File: src/design/dtb_pkg.sv
`timescale 1ns / 1ps
// Shared types, widths and codes for the deadline timer bank.
// No dependencies; every other file imports this package.
package dtb_pkg;

   localparam int TIMER_IDX_W = 4;
   localparam int KIND_W      = 2;
   localparam int DELAY_W     = 31;
   localparam int NOW_W       = 47;
   localparam int TIME_W      = 48;
   localparam int WINDOW_W    = 22;
   localparam int SLACK_W     = 6;
   localparam int SEC_W       = 38;
   localparam int CSR_IDX_W   = 1;

   localparam logic [KIND_W-1:0] KIND_TICK  = 2'd0;
   localparam logic [KIND_W-1:0] KIND_START = 2'd1;
   localparam logic [KIND_W-1:0] KIND_STOP  = 2'd2;

   localparam logic RES_EXPIRY  = 1'b0;
   localparam logic RES_SUMMARY = 1'b1;

   localparam logic [CSR_IDX_W-1:0] CSR_SLACK  = 1'd0;
   localparam logic [CSR_IDX_W-1:0] CSR_ENABLE = 1'd1;

   localparam logic [SLACK_W-1:0] SLACK_RESET = 6'd12;
   localparam logic [DELAY_W-1:0] DELAY_MAX   = 31'h7FFF_FFFF;

   localparam int MS_PER_S  = 1000;
   localparam int MS_ROUND  = 999;
   localparam int DIV_W     = 48;
   localparam int DIV_BITS  = 8;
   localparam int DIV_STEPS = DIV_W / DIV_BITS;
   localparam int DIV_REM_W = 10;
   localparam int DIV_CNT_W = 3;

   typedef enum logic [2:0] {
      ST_IDLE,
      ST_SCAN,
      ST_DELAY,
      ST_ROUND,
      ST_DIV,
      ST_SUM
   } dtb_state_type;

   typedef struct packed {
      logic              any;
      logic [TIME_W-1:0] earliest;
   } dtb_carry_type;

   typedef struct packed {
      logic             step;
      logic             tick;
      logic [NOW_W-1:0] now_ms;
   } dtb_ctl_type;

   typedef struct packed {
      logic              start;
      logic              stop;
      logic [TIME_W-1:0] deadline;
   } dtb_wr_type;

   typedef struct packed {
      logic                   result_kind;
      logic [TIMER_IDX_W-1:0] expired_index;
      logic                   wake_valid;
      logic [DELAY_W-1:0]     wake_delay_ms;
      logic [WINDOW_W-1:0]    window_low_s;
      logic [WINDOW_W-1:0]    window_high_s;
      logic                   coarse_reprogram;
      logic                   last;
   } dtb_rsp_type;

endpackage

File: src/design/dtb_if.sv
`timescale 1ns / 1ps
// Channel interfaces: request words in, result words out.
// Depends on dtb_pkg for field widths.
interface dtb_req_if import dtb_pkg::*; ();
   logic                   valid;
   logic                   ready;
   logic [KIND_W-1:0]      kind;
   logic [TIMER_IDX_W-1:0] timer_index;
   logic [DELAY_W-1:0]     delay_ms;
   logic [NOW_W-1:0]       now_ms;

   modport source (output valid, kind, timer_index, delay_ms, now_ms, input ready);
   modport sink   (input valid, kind, timer_index, delay_ms, now_ms, output ready);
endinterface

interface dtb_rsp_if import dtb_pkg::*; ();
   logic                   valid;
   logic                   ready;
   logic                   result_kind;
   logic [TIMER_IDX_W-1:0] expired_index;
   logic                   wake_valid;
   logic [DELAY_W-1:0]     wake_delay_ms;
   logic [WINDOW_W-1:0]    window_low_s;
   logic [WINDOW_W-1:0]    window_high_s;
   logic                   coarse_reprogram;
   logic                   last;

   modport source (output valid, result_kind, expired_index, wake_valid, wake_delay_ms,
                   window_low_s, window_high_s, coarse_reprogram, last, input ready);
   modport sink   (input valid, result_kind, expired_index, wake_valid, wake_delay_ms,
                   window_low_s, window_high_s, coarse_reprogram, last, output ready);
endinterface

File: src/design/dtb_cell.sv
`timescale 1ns / 1ps
// One timer cell: deadline and armed flag, expiry check and earliest-deadline merge.
// Depends on dtb_pkg; chained by the top level.
module dtb_cell import dtb_pkg::*; (
   input  logic          clock,
   input  logic          reset,
   input  dtb_ctl_type   ctl,
   input  dtb_wr_type    wr,
   input  logic          sel,
   input  logic          tok_in,
   output logic          tok_out,
   input  dtb_carry_type carry_in,
   output dtb_carry_type carry_out,
   output logic          hit
);

   logic              armed_ff;
   logic [TIME_W-1:0] deadline_ff;
   logic              tok_ff;
   dtb_carry_type     carry_ff;
   dtb_carry_type     carry_in_next;
   logic              active;
   logic              due;
   logic              armed_after;
   logic              take;

   assign active      = ctl.step & tok_in;
   assign due         = armed_ff & ({1'b0, ctl.now_ms} >= deadline_ff);
   assign hit         = active & ctl.tick & due;
   assign armed_after = armed_ff & ~(ctl.tick & due);
   assign take        = armed_after & (~carry_in.any | (deadline_ff < carry_in.earliest));

   always_comb begin
      carry_in_next.any      = carry_in.any | armed_after;
      carry_in_next.earliest = take ? deadline_ff : carry_in.earliest;
   end

   always_ff @(posedge clock) begin
      if (reset) begin
         armed_ff <= 1'b0;
         tok_ff   <= 1'b0;
      end else begin
         if (wr.start & sel) begin
            armed_ff <= 1'b1;
         end else if (wr.stop & sel) begin
            armed_ff <= 1'b0;
         end else if (hit) begin
            armed_ff <= 1'b0;
         end
         if (ctl.step) begin
            tok_ff <= tok_in;
         end
      end
   end

   always_ff @(posedge clock) begin
      if (wr.start & sel) begin
         deadline_ff <= wr.deadline;
      end
      if (active) begin
         carry_ff <= carry_in_next;
      end
   end

   assign tok_out   = tok_ff;
   assign carry_out = carry_ff;

endmodule

File: src/design/dtb_div1000.sv
`timescale 1ns / 1ps
// Restoring divide by one thousand, eight quotient bits per cycle.
// Depends on dtb_pkg.
module dtb_div1000 import dtb_pkg::*; (
   input  logic             clock,
   input  logic             reset,
   input  logic             start,
   input  logic [DIV_W-1:0] dividend,
   output logic             busy,
   output logic [DIV_W-1:0] quotient
);

   logic                 busy_ff;
   logic [DIV_CNT_W-1:0] cnt_ff;
   logic [DIV_REM_W-1:0] rem_ff;
   logic [DIV_W-1:0]     quo_ff;
   logic [DIV_REM_W-1:0] rem_in;
   logic [DIV_W-1:0]     quo_in;

   always_comb begin
      logic [DIV_REM_W:0] trial;
      rem_in = rem_ff;
      quo_in = quo_ff;
      for (int j = 0; j < DIV_BITS; j++) begin
         trial  = {rem_in, quo_in[DIV_W-1]};
         quo_in = {quo_in[DIV_W-2:0], 1'b0};
         if (trial >= (DIV_REM_W+1)'(MS_PER_S)) begin
            trial     = trial - (DIV_REM_W+1)'(MS_PER_S);
            quo_in[0] = 1'b1;
         end
         rem_in = trial[DIV_REM_W-1:0];
      end
   end

   always_ff @(posedge clock) begin
      if (reset) begin
         busy_ff <= 1'b0;
         cnt_ff  <= '0;
      end else if (start) begin
         busy_ff <= 1'b1;
         cnt_ff  <= DIV_CNT_W'(DIV_STEPS - 1);
      end else if (busy_ff) begin
         cnt_ff <= cnt_ff - 1'b1;
         if (cnt_ff == '0) begin
            busy_ff <= 1'b0;
         end
      end
   end

   always_ff @(posedge clock) begin
      if (start) begin
         rem_ff <= '0;
         quo_ff <= dividend;
      end else if (busy_ff) begin
         rem_ff <= rem_in;
         quo_ff <= quo_in;
      end
   end

   assign busy     = busy_ff;
   assign quotient = quo_ff;

endmodule

File: src/design/deadline_timer_bank_unit.sv
`timescale 1ns / 1ps
// Deadline timer bank: chain of timer cells, divide-by-thousand unit, result register.
// Depends on dtb_pkg, dtb_if, dtb_cell and dtb_div1000.
//
//   channel   direction  handshake        content
//   req_ch    in         valid / ready    kind, timer_index, delay_ms, now_ms
//   rsp_ch    out        valid / ready    expiry or schedule word
//   csr_*     in         write enable     wake_slack_s, coarse_wake_enabled
//
// On each request a token walks the cell chain one cell a cycle while the result
// register has room, then the divide unit turns the wake delay into seconds.
// A new request is taken only once the schedule word is in the result register.
// A full result register holds the chain and the schedule step until it drains.
// Reset is synchronous: all timers disarmed, coarse wake cleared, slack 12.
module deadline_timer_bank_unit import dtb_pkg::*; #(
   parameter int TIMERS = 16
) (
   input  logic                 clock,
   input  logic                 reset,
   dtb_req_if.sink              req_ch,
   dtb_rsp_if.source            rsp_ch,
   input  logic                 csr_write_en,
   input  logic [CSR_IDX_W-1:0] csr_index,
   input  logic [SLACK_W-1:0]   csr_wdata
);

   localparam int POS_W = (TIMERS > 1) ? $clog2(TIMERS) : 1;

   dtb_state_type        state_ff, state_in;
   logic [SLACK_W-1:0]   slack_ff;
   logic                 enable_ff;
   logic [KIND_W-1:0]    kind_ff;
   logic [NOW_W-1:0]     now_ff;
   logic                 launch_ff;
   logic [POS_W-1:0]     pos_ff;
   logic                 any_ff;
   logic                 tset_ff;
   logic [DELAY_W-1:0]   wd_ff;
   logic [SEC_W-1:0]     nowsec_ff;
   logic [WINDOW_W-1:0]  lo_ff;
   logic                 coarse_set_ff;
   logic [SEC_W-1:0]     coarse_sec_ff;
   logic                 rsp_valid_ff;
   dtb_rsp_type          rsp_word_ff;
   dtb_rsp_type          rsp_word_in;

   logic                 accept;
   logic                 out_free;
   logic                 step;
   logic                 div_start;
   logic [DIV_W-1:0]     div_dividend;
   logic                 div_busy;
   logic [DIV_W-1:0]     div_quotient;
   logic                 wd_load;
   logic                 lo_load;
   logic                 sum_fire;
   logic                 hit_any;
   logic                 last_tok_in;
   logic [DELAY_W-1:0]   wd_next;
   logic [TIME_W-1:0]    now_ext;
   logic [TIME_W-1:0]    diff;
   logic [SEC_W-1:0]     sec_next;
   logic                 rep;
   logic [WINDOW_W-1:0]  hi_next;
   logic [6:0]           idx_wide;

   dtb_ctl_type          ctl;
   dtb_wr_type           wr;
   logic [TIMERS-1:0]    sel_v;
   logic [TIMERS-1:0]    tok_in_v;
   logic [TIMERS-1:0]    tok_out_v;
   logic [TIMERS-1:0]    hit_v;
   dtb_carry_type        carry_in_a  [TIMERS];
   dtb_carry_type        carry_out_a [TIMERS];

   assign req_ch.ready = (state_ff == ST_IDLE) & ~reset;
   assign accept       = req_ch.valid & req_ch.ready;
   assign out_free     = ~rsp_valid_ff | rsp_ch.ready;

   always_comb begin
      ctl.step   = step;
      ctl.tick   = (kind_ff == KIND_TICK);
      ctl.now_ms = now_ff;
      wr.start    = accept & (req_ch.kind == KIND_START);
      wr.stop     = accept & (req_ch.kind == KIND_STOP);
      wr.deadline = TIME_W'(req_ch.now_ms) + TIME_W'(req_ch.delay_ms);
   end

   for (genvar i = 0; i < TIMERS; i++) begin : g_cell
      assign sel_v[i] = (7'(req_ch.timer_index) == 7'(i));
      if (i == 0) begin : g_head
         assign tok_in_v[i]   = launch_ff;
         assign carry_in_a[i] = '0;
      end else begin : g_link
         assign tok_in_v[i]   = tok_out_v[i-1];
         assign carry_in_a[i] = carry_out_a[i-1];
      end
      dtb_cell u_cell (
         .clock     (clock),
         .reset     (reset),
         .ctl       (ctl),
         .wr        (wr),
         .sel       (sel_v[i]),
         .tok_in    (tok_in_v[i]),
         .tok_out   (tok_out_v[i]),
         .carry_in  (carry_in_a[i]),
         .carry_out (carry_out_a[i]),
         .hit       (hit_v[i])
      );
   end

   assign hit_any     = |hit_v;
   assign last_tok_in = tok_in_v[TIMERS-1];

   dtb_div1000 u_div (
      .clock    (clock),
      .reset    (reset),
      .start    (div_start),
      .dividend (div_dividend),
      .busy     (div_busy),
      .quotient (div_quotient)
   );

   always_comb begin
      now_ext = {1'b0, now_ff};
      diff    = carry_out_a[TIMERS-1].earliest - now_ext;
      if (!carry_out_a[TIMERS-1].any || (carry_out_a[TIMERS-1].earliest <= now_ext)) begin
         wd_next = '0;
      end else if (|diff[TIME_W-1:DELAY_W]) begin
         wd_next = DELAY_MAX;
      end else begin
         wd_next = diff[DELAY_W-1:0];
      end
   end

   always_comb begin
      state_in     = state_ff;
      step         = 1'b0;
      div_start    = 1'b0;
      div_dividend = '0;
      wd_load      = 1'b0;
      lo_load      = 1'b0;
      sum_fire     = 1'b0;
      case (state_ff)
         ST_IDLE: begin
            if (accept) begin
               div_start    = 1'b1;
               div_dividend = DIV_W'(req_ch.now_ms) + DIV_W'(MS_ROUND);
               state_in     = ST_SCAN;
            end
         end
         ST_SCAN: begin
            if (out_free) begin
               step = 1'b1;
               if (last_tok_in) begin
                  state_in = ST_DELAY;
               end
            end
         end
         ST_DELAY: begin
            if (!div_busy) begin
               wd_load  = 1'b1;
               state_in = ST_ROUND;
            end
         end
         ST_ROUND: begin
            div_start    = 1'b1;
            div_dividend = DIV_W'(wd_ff) + DIV_W'(MS_ROUND);
            state_in     = ST_DIV;
         end
         ST_DIV: begin
            if (!div_busy) begin
               lo_load  = 1'b1;
               state_in = ST_SUM;
            end
         end
         ST_SUM: begin
            if (out_free) begin
               sum_fire = 1'b1;
               state_in = ST_IDLE;
            end
         end
         default: begin
            state_in = ST_IDLE;
         end
      endcase
   end

   always_ff @(posedge clock) begin
      if (reset) begin
         state_ff <= ST_IDLE;
      end else begin
         state_ff <= state_in;
      end
   end

   always_ff @(posedge clock) begin
      if (reset) begin
         slack_ff  <= SLACK_RESET;
         enable_ff <= 1'b0;
      end else if (csr_write_en) begin
         case (csr_index)
            CSR_SLACK:  slack_ff  <= csr_wdata;
            CSR_ENABLE: enable_ff <= csr_wdata[0];
            default: begin
            end
         endcase
      end
   end

   always_ff @(posedge clock) begin
      if (reset) begin
         launch_ff <= 1'b0;
         pos_ff    <= '0;
      end else if (accept) begin
         launch_ff <= 1'b1;
         pos_ff    <= '0;
      end else if (step) begin
         launch_ff <= 1'b0;
         pos_ff    <= pos_ff + 1'b1;
      end
   end

   always_ff @(posedge clock) begin
      if (accept) begin
         kind_ff <= req_ch.kind;
         now_ff  <= req_ch.now_ms;
      end
      if (wd_load) begin
         wd_ff     <= wd_next;
         any_ff    <= carry_out_a[TIMERS-1].any;
         tset_ff   <= carry_out_a[TIMERS-1].any & enable_ff;
         nowsec_ff <= div_quotient[SEC_W-1:0];
      end
      if (lo_load) begin
         lo_ff <= tset_ff ? div_quotient[WINDOW_W-1:0] : '0;
      end
   end

   assign sec_next = nowsec_ff + SEC_W'(lo_ff);
   assign rep      = (tset_ff != coarse_set_ff) | (tset_ff & (sec_next != coarse_sec_ff));
   assign hi_next  = tset_ff ? lo_ff + WINDOW_W'(slack_ff) : '0;
   assign idx_wide = 7'(pos_ff);

   always_ff @(posedge clock) begin
      if (reset) begin
         coarse_set_ff <= 1'b0;
         coarse_sec_ff <= '0;
      end else if (sum_fire & rep) begin
         coarse_set_ff <= tset_ff;
         coarse_sec_ff <= tset_ff ? sec_next : '0;
      end
   end

   always_ff @(posedge clock) begin
      if (reset) begin
         rsp_valid_ff <= 1'b0;
      end else if ((step & hit_any) | sum_fire) begin
         rsp_valid_ff <= 1'b1;
      end else if (rsp_ch.ready) begin
         rsp_valid_ff <= 1'b0;
      end
   end

   always_comb begin
      rsp_word_in = '0;
      if (sum_fire) begin
         rsp_word_in.result_kind      = RES_SUMMARY;
         rsp_word_in.wake_valid       = any_ff;
         rsp_word_in.wake_delay_ms    = wd_ff;
         rsp_word_in.window_low_s     = lo_ff;
         rsp_word_in.window_high_s    = hi_next;
         rsp_word_in.coarse_reprogram = rep;
         rsp_word_in.last             = 1'b1;
      end else begin
         rsp_word_in.result_kind      = RES_EXPIRY;
         rsp_word_in.expired_index    = idx_wide[TIMER_IDX_W-1:0];
      end
   end

   always_ff @(posedge clock) begin
      if ((step & hit_any) | sum_fire) begin
         rsp_word_ff <= rsp_word_in;
      end
   end

   assign rsp_ch.valid            = rsp_valid_ff;
   assign rsp_ch.result_kind      = rsp_word_ff.result_kind;
   assign rsp_ch.expired_index    = rsp_word_ff.expired_index;
   assign rsp_ch.wake_valid       = rsp_word_ff.wake_valid;
   assign rsp_ch.wake_delay_ms    = rsp_word_ff.wake_delay_ms;
   assign rsp_ch.window_low_s     = rsp_word_ff.window_low_s;
   assign rsp_ch.window_high_s    = rsp_word_ff.window_high_s;
   assign rsp_ch.coarse_reprogram = rsp_word_ff.coarse_reprogram;
   assign rsp_ch.last             = rsp_word_ff.last;

endmodule

File: src/flat_wrapper.sv
// flat-port wrapper written by rule: the top's interface ports become plain ports
module deadline_timer_bank_unit_flat import dtb_pkg::*;
#(
   parameter int TIMERS = 16
)
  (clock, reset, csr_write_en, csr_index, csr_wdata, req_ch_valid, req_ch_kind, req_ch_timer_index, req_ch_delay_ms, req_ch_now_ms, req_ch_ready, rsp_ch_valid, rsp_ch_result_kind, rsp_ch_expired_index, rsp_ch_wake_valid, rsp_ch_wake_delay_ms, rsp_ch_window_low_s, rsp_ch_window_high_s, rsp_ch_coarse_reprogram, rsp_ch_last, rsp_ch_ready);
  dtb_req_if req_ch_i ();
  dtb_rsp_if rsp_ch_i ();
  input  logic clock;
  input  logic reset;
  input  logic csr_write_en;
  input  logic [CSR_IDX_W-1:0] csr_index;
  input  logic [SLACK_W-1:0] csr_wdata;
  input wire logic [$bits(req_ch_i.valid)-1:0] req_ch_valid;
  input wire logic [$bits(req_ch_i.kind)-1:0] req_ch_kind;
  input wire logic [$bits(req_ch_i.timer_index)-1:0] req_ch_timer_index;
  input wire logic [$bits(req_ch_i.delay_ms)-1:0] req_ch_delay_ms;
  input wire logic [$bits(req_ch_i.now_ms)-1:0] req_ch_now_ms;
  output wire logic [$bits(req_ch_i.ready)-1:0] req_ch_ready;
  output wire logic [$bits(rsp_ch_i.valid)-1:0] rsp_ch_valid;
  output wire logic [$bits(rsp_ch_i.result_kind)-1:0] rsp_ch_result_kind;
  output wire logic [$bits(rsp_ch_i.expired_index)-1:0] rsp_ch_expired_index;
  output wire logic [$bits(rsp_ch_i.wake_valid)-1:0] rsp_ch_wake_valid;
  output wire logic [$bits(rsp_ch_i.wake_delay_ms)-1:0] rsp_ch_wake_delay_ms;
  output wire logic [$bits(rsp_ch_i.window_low_s)-1:0] rsp_ch_window_low_s;
  output wire logic [$bits(rsp_ch_i.window_high_s)-1:0] rsp_ch_window_high_s;
  output wire logic [$bits(rsp_ch_i.coarse_reprogram)-1:0] rsp_ch_coarse_reprogram;
  output wire logic [$bits(rsp_ch_i.last)-1:0] rsp_ch_last;
  input wire logic [$bits(rsp_ch_i.ready)-1:0] rsp_ch_ready;
  assign req_ch_i.valid = req_ch_valid;
  assign req_ch_i.kind = req_ch_kind;
  assign req_ch_i.timer_index = req_ch_timer_index;
  assign req_ch_i.delay_ms = req_ch_delay_ms;
  assign req_ch_i.now_ms = req_ch_now_ms;
  assign req_ch_ready = req_ch_i.ready;
  assign rsp_ch_valid = rsp_ch_i.valid;
  assign rsp_ch_result_kind = rsp_ch_i.result_kind;
  assign rsp_ch_expired_index = rsp_ch_i.expired_index;
  assign rsp_ch_wake_valid = rsp_ch_i.wake_valid;
  assign rsp_ch_wake_delay_ms = rsp_ch_i.wake_delay_ms;
  assign rsp_ch_window_low_s = rsp_ch_i.window_low_s;
  assign rsp_ch_window_high_s = rsp_ch_i.window_high_s;
  assign rsp_ch_coarse_reprogram = rsp_ch_i.coarse_reprogram;
  assign rsp_ch_last = rsp_ch_i.last;
  assign rsp_ch_i.ready = rsp_ch_ready;
  deadline_timer_bank_unit #(.TIMERS(TIMERS)) u_core (.clock(clock), .reset(reset), .req_ch(req_ch_i), .rsp_ch(rsp_ch_i), .csr_write_en(csr_write_en), .csr_index(csr_index), .csr_wdata(csr_wdata));
endmodule
File: config.mk
export PLATFORM = sky130hd
export DESIGN_NAME = deadline_timer_bank_unit_flat
export DESIGN_NICKNAME = d
export VERILOG_FILES = /design/src/design/dtb_pkg.sv /design/src/design/dtb_if.sv /design/src/design/dtb_cell.sv /design/src/design/dtb_div1000.sv /design/src/design/deadline_timer_bank_unit.sv /design/src/flat_wrapper.sv
export SDC_FILE = /design/constraint.sdc
export NUM_CORES = 2
export LEC_CHECK = 0
export BUFFER_PORTS_ARGS = -buffer_cell sky130_fd_sc_hd__buf_2
export CELL_PAD_IN_SITES_DETAIL_PLACEMENT = 0
export CELL_PAD_IN_SITES_GLOBAL_PLACEMENT = 1
export CORE_MARGIN = 2
export CORE_UTILIZATION = 30
export DETAILED_ROUTE_END_ITERATION = 10
export PLACE_DENSITY = 0.49
export RECOVER_POWER = 100
export SYNTH_ARGS = -nofsm -noshare
export SYNTH_HDL_FRONTEND = slang
export SYNTH_SLANG_ARGS = --single-unit
export TNS_END_PERCENT = 1
File: constraint.sdc
create_clock -name clock -period 10.95 [get_ports clock]
set_input_delay 2.19 -clock clock [delete_from_list [all_inputs] [get_ports clock]]
set_output_delay 2.19 -clock clock [all_outputs]
set_load 0.01 [all_outputs]
# Yosys cells after proc, flatten, opt, wreduce, memory -nomap -nowiden
# Index checks and enable logic that the tools add are counted.
op_classes:
  add_sub_neg: 16
  n_mul: 0
  div_mod_pow: 0
  n_lt_le_gt_ge: 40
  eq_ne: 30
  shifts: 0
  mux: 111
  bitwise: 218
  reduce_logical: 33
op_table:
  columns: ["operator", "n"]
  rows:
  - ["$mux W48", 18]
  - ["$ge A47 B48 Y1", 16]
  - ["$lt A48 B48 Y1", 15]
  - ["$and A1 B1 Y1", 151]
  - ["$pmux W48 S2", 1]
  - ["$ge A11 B10 Y1 const B", 8]
  - ["$mux W10", 8]
  - ["$sub A10 B10 Y10 const B", 8]
  - ["$mux W1", 72]
  - ["$add A47 B10 Y48 const B", 1]
  - ["$add A47 B31 Y48", 1]
  - ["$le A48 B47 Y1", 1]
  - ["$reduce_bool A3 Y1", 16]
  - ["$sub A48 B47 Y48", 1]
  - ["$add A38 B22 Y38", 1]
  - ["$mux W38", 1]
  - ["$ne A38 B38 Y1", 1]
  - ["$not A1 Y1", 34]
  - ["$or A1 B1 Y1", 33]
  - ["$add A31 B10 Y32 const B", 1]
  - ["$eq A4 B4 Y1 const B", 8]
  - ["$mux W31", 1]
  - ["$mux W3", 8]
  - ["$add A22 B6 Y22", 1]
  - ["26 further kinds", 42]
totals:
  register_bits: 1925
  latch_bits: 0
  mem_bits_rw: 0
  romBits: 0
  input_bits: 96
  output_inout_bits: 85
  wordCells: 555
  n_memories: 0

# Depth between registers and ports, before layout
depth:
  word_depth: 18
  depth_mapped: 33
  mapped_depth_nobuf: 28

# Hierarchy
# Synthesis repeated with hierarchy kept, for this count alone.
unflattened:
  hier_cells: 10955
  hier_area_um2: 121296.3
by_module_without_submodules:
  columns: ["module", "instances", "cells_per_inst", "area_each_um2", "seq_area_each_um2"]
  rows:
  - ["dtb_cell (u_core.g_cell[0].u_cell ...)", 15, 508, 5960.7, 2952.8]
  - ["deadline_timer_bank_unit", 1, 2311, 20901.3, 7827.5]
  - ["dtb_cell (u_core.g_cell[15].u_cell)", 1, 501, 5933.2, 2952.8]
  - ["dtb_div1000", 1, 523, 5051.1, 1721.7]

# Worst setup path before layout
# No wires, ideal clock.
synth_timing:
  path_kind: "register to register"
  from: "register u_core.now_ff[0]"
  to: "register u_core.rsp_word_ff, in the netlist u_core.rsp_ch.coarse_reprogram (enable)"
  setup_ns: 1.191
  arrival_time_ns: 6.818
  required_time_ns: 9.759
  slack_ns: 2.940
  path_stages_with_launch: 24
  n_path_buf: 0
  period_less_slack_ns: 8.010
  path_cell_list: "edfxtp_1 -> inv_1 -> ha_1 -> nand2b_1 -> a21o_1 -> a21o_1 -> a21o_1 -> a21o_1 -> a21o_1 -> a21o_1 -> a21o_1 -> a21o_1 -> a21o_1 -> a21o_1 -> a21o_1 -> a21o_1 -> a21o_1 -> a21o_1 -> a211o_1 -> a2111oi_0 -> or3_1 -> o2111ai_1 -> nor4_1 -> nand4_1"
synth_via:
  elab_chain_cells: 6
  elab_cells_between_ends: 51
  cone_classes: "order compare: 16; bitwise: 34; reduce/logical: 1"
synth_lines:
  columns: ["element", "line", "text"]
  rows:
  - ["from (decl)", "deadline_timer_bank_unit.sv:33", "logic [NOW_W-1:0] now_ff;"]
  - ["from (signal assigned)", "deadline_timer_bank_unit.sv:227", "now_ff <= req_ch.now_ms;"]
  - ["$ge A47 B48 Y1", "dtb_cell.sv:28", "assign due = armed_ff & ({1'b0, ctl.now_ms} >= deadline_ff);"]
  - ["$and A1 B1 Y1", "dtb_cell.sv:28", null]
  - ["$and A1 B1 Y1", "dtb_cell.sv:29", "assign hit = active & ctl.tick & due;"]
  - ["$reduce_or A16 Y1 (*)", "deadline_timer_bank_unit.sv:112", "assign hit_any = |hit_v;"]
  - ["$and A1 B1 Y1 (*)", "deadline_timer_bank_unit.sv:282", "if ((step & hit_any) | sum_fire) begin"]
  - ["$or A1 B1 Y1 (*)", "deadline_timer_bank_unit.sv:282", null]
  - ["to (signal assigned)", "deadline_timer_bank_unit.sv:283", "rsp_word_ff <= rsp_word_in;"]
  - ["to (decl)", "deadline_timer_bank_unit.sv:44", "dtb_rsp_type rsp_word_ff;"]
# Mark *: on every way between the ends. The rest lies on a longest branch, timed or not.
# A chain may end at the register's enable or synchronous reset.

==> impl_metrics.toml <==
[finish]
area_growth_pct = 12.85
fillers = 37740
instances_no_fill = 15570
drive_gt1_share_pct = 5.325
utilization_pct = 33.98
fin_nets = 11990

[worst_setup_path]
cp-start-kind = "flop"
reg2reg_slack_ns = 1.49
critical_path_class = "reg -> reg"
critical_path_required_ns = 11.54
arrival_ns = 10.05
critPathCaptureType = "flop"
cp_max_fo = 26

[global_routing]
grt_pass1_vias = 78940
grt_use_met3_pct = 1.920
antenna_found_initial = 28
grt_max_degree = 75
grt_util_met1_pct = 21.86
busiest_layer = "met2"
grt_pass1_wl_mm = 517.8
grt-ovfl-total = 0
grt_use_met2_pct = 32.92
grtUsageTotal_pct = 17.93

[clock_tree]
numCtsBuffers = 238
cts_tree = "done"
clkLatencyLatePin_ns = 0.95
postCtsHoldBufs = 0
cts_num_sinks = 1924
post_cts_buffers = 0
h-tree-depth = 4
clkTransAtPathRegs_ns = 0.06
cts_resized = 0
clock_path_buffers = 4
cts_root_buffer = "clkbuf_16"

[synthesis]
synth.most_common_cell = "edfxtp_1"
synth_compound_area_share_pct = 10.71
synth_top_family_by_area = "adder cells"
synth-seq-cells = 1924
async_flop_share_pct = 0
yosysWarnings = 0
synthFlopType = "edfxtp_1"
synth.yosys.seq_area_share_pct = 49.36
synth_cell_type_count = 113
synth_fa_ha_area_share_pct = 17.16
synth_common_cells = "edfxtp_1, inv_1, ha_1, mux2i_1, a21o_1"
netlist_area_um2 = 115000
synth_xor_area_share_pct = 1.870
synth_top_area_share_pct = 47.62
synth_largest_area_cell = "edfxtp_1"
synthMuxAreaShare_pct = 6.553
syn_nets = 11590
synth_top_cells_by_area = "edfxtp_1, ha_1, mux2i_1"
yosys.area_share.simple_pct = 8.413
syn-mean-instance-area_um2 = 11.59
syn_inst = 9923
synth_edf_count = 1824

[sta]
finalMaxSlewViolations = 3113
finalSetupTns_ns = 0
final-setup-viol-count = 0
max_freq_mhz = 105.8
hold_viol_final = 0
setup_slack_ns = 1.494
tightest_slew_ns = 4.609
rsz0062_at_grt = "false"
fin_crit_sh_pct = 86.35
relSlewSlack_pct = -207.2
finClkSkew_ns = 0.09802
finalCriticalPeriod_ns = 9.456

[floorplanning]
fp-row-count = 227
dieArea_um2 = 388400
die_w_um = 623.2
start_util_pct = 30.11
io_pins = 181
die_h_um = 623.2
core_um2 = 382000

[routing]
dr_total_vias = 74110
wl_per_cell_um = 22.69
via_per_inst = 4.760
drt_iter0_markers = 3889
drt-pass1-iter-count = 5
post-route-drc-count = 0
ant_nets = 0
routed_wl_mm = 353.2

[power]
intPower_mw = 13.68
total_power_mw = 19.14
power.share.clock_pct = 40.0
leakagePower_nw = 55.03
cellPowerDensity_nw_per_um2 = 147.5
pwr-share-comb_pct = 15.8
seq_power_share_pct = 44.3
switching_power_mw = 5.468
swShare_pct = 28.56
ir_worst_vdd_uv = 129.7

[placed_design]
io_buffers = 180
dp_cells = 15120
dp_slack_ns = 1.524
hpwl_mm = 280.2
place_congestion = 0.8462

[run_status]
violations = "max-capacitance violations, max-slew violations"
outcome = "complete, but fails checks"

[min_path]
min_path_type = "reg -> reg"

[run]
max_cap_viol_count = 99
[cells by family after synthesis]
logic type | after synthesis
buffers and inverters | 1808
XOR/XNOR | 237
AND/OR/NAND/NOR | 1756
adder cells (fa/ha/maj) | 1576
flip-flops | 1924
AO/OA/AOI/OAI | 1876
multiplexers | 746
[power by group through the flow]
stage          registers (mW)  logic (mW)  clock network (mW)
6_report                 8.47        3.02                7.65
5_1_grt                  8.49        3.36                8.19
4_1_cts                  8.46        3.14                7.94
3_5_place_dp             8.61        3.13                   0
3_3_place_gp             8.61        3.11                   0
2_1_floorplan            8.53        2.05                   0
[worst max-delay path, stage by stage (launching register included)]
cell,delay (ns)
edfxtp_1,0.44
inv_1,0.58
ha_1,0.37
nand2b_1,0.15
a21o_1,0.18
a21o_1,0.17
a21o_1,0.17
a21o_1,0.19
a21o_1,0.18
a21o_1,0.17
a21o_1,0.20
a21o_1,0.19
a21o_1,0.17
a21o_1,0.17
a21o_1,0.19
a21o_1,0.20
a21oi_1,0.52
o211a_1,0.34
o31ai_1,0.14
o2bb2ai_1,0.21
o21ai_0,0.28
o31ai_1,0.17
a21oi_4,0.14
clkbuf_1,1.50
clkbuf_1,1.75
mux2i_1,0.27
[metrics by stage]
| step | instance area [um^2] | hold WS (ns) |
|---|---|---|
| floorplan | 115000 | 0.4260 |
| global placement | 123400 | 0.4375 |
| detailed placement | 123400 | 0.4459 |
| CTS | 130800 | 0.4544 |
| global route | 129800 | 0.4802 |
| finish | 129800 | 0.4544 |
[layout make-up]
| class | instances | area (um^2) | area share [%] |
|---|---|---|---|
| sequential | 1924 | 56770 | 43.74 |
| multi-input combinational | 6191 | 51640 | 39.78 |
| clock buffer | 325 | 6528 | 5.029 |
| tap | 5038 | 6304 | 4.856 |
| inverter | 1624 | 6097 | 4.697 |
| timing repair buffer | 340 | 1572 | 1.211 |
| clock inverter | 112 | 848.3 | 0.6535 |
| antenna | 16 | 40.04 | 0.03084 |
[path summary, 6_finish.rpt]
path	from	end	cells after the start
max	u_core.now_ff[0]	u_core.g_cell[3].u_cell.carry_out[36]	25
min	u_core.g_cell[8].u_cell.tok_out	u_core.g_cell[8].u_cell.tok_out	2
max reg2reg	u_core.now_ff[0]	u_core.g_cell[3].u_cell.carry_out[36]	25
min reg2reg	u_core.g_cell[8].u_cell.tok_out	u_core.g_cell[8].u_cell.tok_out	2
[routing by layer]
| layer | share of wire, % | vias up | routed length, um |
|---|---|---|---|
| met3 | 3.2 | 445 | 11390 |
| met4 | 3.3 | 4 | 11580 |
| met5 | 0.0074 | - | 26 |
| met2 | 51 | 1199 | 179400 |
| met1 | 43 | 35730 | 150800 |
| li1 | - | 36730 | - |
[layout by cell type (no fill, tap or decap), drive strengths merged, types with 107 or more instances in the layout]
cell	count
ha	1570
nand2b	247
and2	142
nand3	137
buf	107
mux2i	708
nand2	256
inv	1614
clkinv	107
o21ai	371
nor2	259
nand4	209
clkbuf	558
edfxtp	1824
a21o	536
xor2	109
xnor2	125
nor2b	236
a21oi	510
[flip-flops by register name, indices dropped and copies added (netlist names), 2 cells and up]
register	cells
u_core.u_div.cnt_ff	3
u_core.u_div.rem_ff	10
u_core.g_cell.u_cell.armed_ff	16
u_core.g_cell.u_cell.deadline_ff	768
u_core.g_cell.u_cell.tok_out	15
u_core.rsp_ch.window_low_s	22
u_core.rsp_ch.expired_index	4
u_core.rsp_ch.wake_delay_ms	31
u_core.slack_ff	6
u_core.g_cell.u_cell.carry_out	784
u_core.lo_ff	22
u_core.nowsec_ff	38
u_core.coarse_sec_ff	38
u_core.kind_ff	2
u_core.wd_ff	31
u_core.pos_ff	4
u_core.rsp_ch.window_high_s	22
u_core.u_div.quotient	48
u_core.state_ff	3
u_core.now_ff	47
(Power assumes the default switching activity.)
